File: src/rtl/core/qvr_pkg.sv
`timescale 1ns / 1ps
package qvr_pkg;

  localparam int FX_W    = 32;          // 16.16 word
  localparam int FX_FRAC = 16;          // fraction bits
  localparam int FX_PW   = 2 * FX_W;    // full product width

  typedef logic signed [FX_W-1:0]  fx_t;
  typedef logic signed [FX_PW-1:0] fx_prod_t;

endpackage

File: src/rtl/core/qvr_fxmul.sv
`timescale 1ns / 1ps
// 16.16 signed multiply: bits 47..16 of the exact 64-bit product.
module qvr_fxmul import qvr_pkg::*; (
  input  fx_t a,
  input  fx_t b,
  output fx_t p
);

  fx_prod_t a_ext;
  fx_prod_t b_ext;
  fx_prod_t full;

  assign a_ext = {{(FX_PW-FX_W){a[FX_W-1]}}, a};
  assign b_ext = {{(FX_PW-FX_W){b[FX_W-1]}}, b};
  assign full  = a_ext * b_ext;
  assign p     = full[FX_FRAC+FX_W-1:FX_FRAC];

endmodule

File: config.mk
export PLATFORM = sky130hd
export DESIGN_NAME = qvr_fxmul
export DESIGN_NICKNAME = d
export VERILOG_FILES = /design/src/rtl/core/qvr_pkg.sv /design/src/rtl/core/qvr_fxmul.sv
export SDC_FILE = /design/constraint.sdc
export NUM_CORES = 2
export LEC_CHECK = 0
export BUFFER_PORTS_ARGS = -buffer_cell sky130_fd_sc_hd__buf_4
export CORE_AREA = 2 2 314 316
export DETAILED_ROUTE_END_ITERATION = 10
export DIE_AREA = 0 0 316 318
export PLACE_DENSITY_LB_ADDON = 0.3
export SKIP_LAST_GASP = 1
export SLEW_MARGIN = 20
export SYNTH_ARGS = -nofsm -noshare
export SYNTH_HDL_FRONTEND = slang
export SYNTH_SLANG_ARGS = --single-unit
File: constraint.sdc
create_clock -name vclk -period 10.75
set_input_delay 2.15 -clock vclk [all_inputs]
set_output_delay 2.15 -clock vclk [all_outputs]
set_load 0.02 [all_outputs]
==> results by group <==
Placement
  • GPL Wtd Cong: 0.8492
  • Placed cells: 4679
  • # port buffers: 96
  • HPWL Detailed: 75430 µm
  • Area after DPL: about 0.033 mm²
  • Dpl ws: -908.6 ps

Final layout
  • Most frequent cells in the layout: fa_1, inv_1, and2_1
  • Final nets: 4522
  • Most common cell after layout, fill and taps aside: fa_1
  • Final instance area: ~0.036 mm²
  • Final cell count without fillers: 4745
  • Filler cell count: 9835
  • Num sequential: 0
  • Layout cells sized above 1: around a fifth
  • Area Overhead vs Synth: 22.88%
  • Clock buffer cells: 0
  • Sequential cell area: 0 µm²

STA
  • Worst-Margin Slew: 368.0 ps
  • Final-report setup violation count: 19
  • Max Freq: 0.08942 GHz
  • Unrepaired setup endpoints after global routing: true
  • Slew margin rel.: 75.29%
  • Setup TNS Final: -5604 ps
  • Final period utilization: 104.0%
  • Fin. max-slew vios: 0
  • Final Hold Vio Count: 0
  • Setup ws final: -433.4 ps
  • Minimum clock period: 11180 ps

Synth
  • Yosys warning total: 0
  • Register area share after synthesis: 0%
  • Cell variety after synth: 54
  • Syn Area/Cell: 9.203 µm²
  • Syn nets: roughly 4200
  • Syn Inst Count: 3140
  • Synthesized area: roughly 0.029 mm²

Outcome
  • Outcome: finished, violations left
  • Failing checks: negative setup slack

Clocking
  • CTS Hold Bufs: 0

Setup path
  • CP most frequent cell: fa_1
  • Critical path's slowest cell: fa_1
  • Crit path capture type: output port
  • Startpoint Class: primary input
  • CP bufs+invs: 10
  • Top delay family on crit path: adder cells
  • Crit-path max FO: 6
  • Required time worst endpoint: around 8600 ps
  • Critical Path AT: 9030 ps
  • Crit path kind: in2out
  • Worst path max stage delay: 570 ps

Global routing
  • GRT Total Usage: 17.36%
  • Vias in the first global route: 23050
  • First-pass GRT wire length: 135600 µm
  • Largest net degree at the start of global routing: 22
  • GRT overflow: 0
  • Initial antenna violation count: 6

Run
  • Max-Cap Viols: 0

Route
  • TritonRoute pass-1 iters: 8
  • Via count: around 21000
  • Post-DRT Antenna Nets: 0
  • # DRC: 0
  • Vias per std cell: 4.415
  • DR WL/cell: 17.80 µm
  • Iter 0 DRT Violations: around 1200
  • WL final: 84460 µm

Floorplan
  • Die area: 0.1005 mm²
  • Core footprint: about 0.1 mm²
  • Die X: 316 µm
  • Row count: 115
  • Die Height: 318 µm
  • Starting density of the core: 29.67%
  • # IOs: 96

Min path
  • Hold Crit Class: in2out
## kinds of logic after synthesis
| logic type | share of synthesized area (%) |
|---|---|
| fa+ha+maj | 65.11 |
| simple gates | 17.29 |
| buf+inv | 12.62 |
| compound gates | 2.827 |
| xor+xnor | 2.122 |
| mux | 0.03464 |
## worst min-delay path, cell delays in order
cell and delay, ps:
buf_4 150, buf_4 190, nand2_1 80, xnor2_1 130, xnor2_1 130, xnor2_1 220, xnor2_2 140, buf_4 130
## cells in the mapped netlist, types with 4 or more instances
cell type / count / area (µm²)
nand2b_1: 12 / 75.07
xor2_1: 18 / 157.7
nand2_1: 450 / 1689
a21o_1: 16 / 120.1
clkbuf_1: 167 / 626.9
ha_1: 163 / 2039
nand3_1: 9 / 45.04
a211oi_1: 8 / 60.06
fa_1: 838 / 16780
a31oi_1: 6 / 37.54
and2_1: 461 / 2884
o2111ai_1: 4 / 35.03
nor2b_1: 13 / 81.33
xnor2_1: 52 / 455.4
o21ai_0: 20 / 100.1
o21a_1: 4 / 30.03
a21oi_1: 37 / 185.2
inv_1: 790 / 2965
nor3_1: 10 / 50.05
nor2_1: 14 / 52.55
## per-layer routing
metal	vias up	share of wire [%]	track usage [%]
met2	401	48	28.27
met4	6	2.2	3.044
met3	78	4.4	1.741
met1	10980	45	25.19
met5	-	0.046	0
li1	9488	-	-
## worst paths after layout
check / from / end / slack [ps] / cells past startpoint
max: b[6] / p[15] / -430 / 28
min: a[31] / p[31] / 5470 / 8
## repair_timing
item	CTS	global route
buffers inserted	43	14
resized for setup	256	100
pin swaps	151	99
cloned	7	2
endpoints found under the setup margin	22	26
## metrics by stage
step                hold WS [ps]  utilization (%)
floorplan                   4847                -
global placement            5473            34.20
detailed placement          5472            34.20
CTS                         5479            35.85
global route                5532            36.45
finish                      5470            36.45
## area by class of cell
| class | count | area [µm²] | area share (%) |
|---|---|---|---|
| diodes | 3 | 7.507 | 0.02114 |
| repair buffers | 488 | 4695 | 13.22 |
| well taps | 1287 | 1610 | 4.535 |
| multi-input cells | 2177 | 26230 | 73.86 |
| inverters | 790 | 2969 | 8.361 |
Power is not shown: default switching activity piles up to over one toggle a cycle in this logic, so the estimate is an artifact.
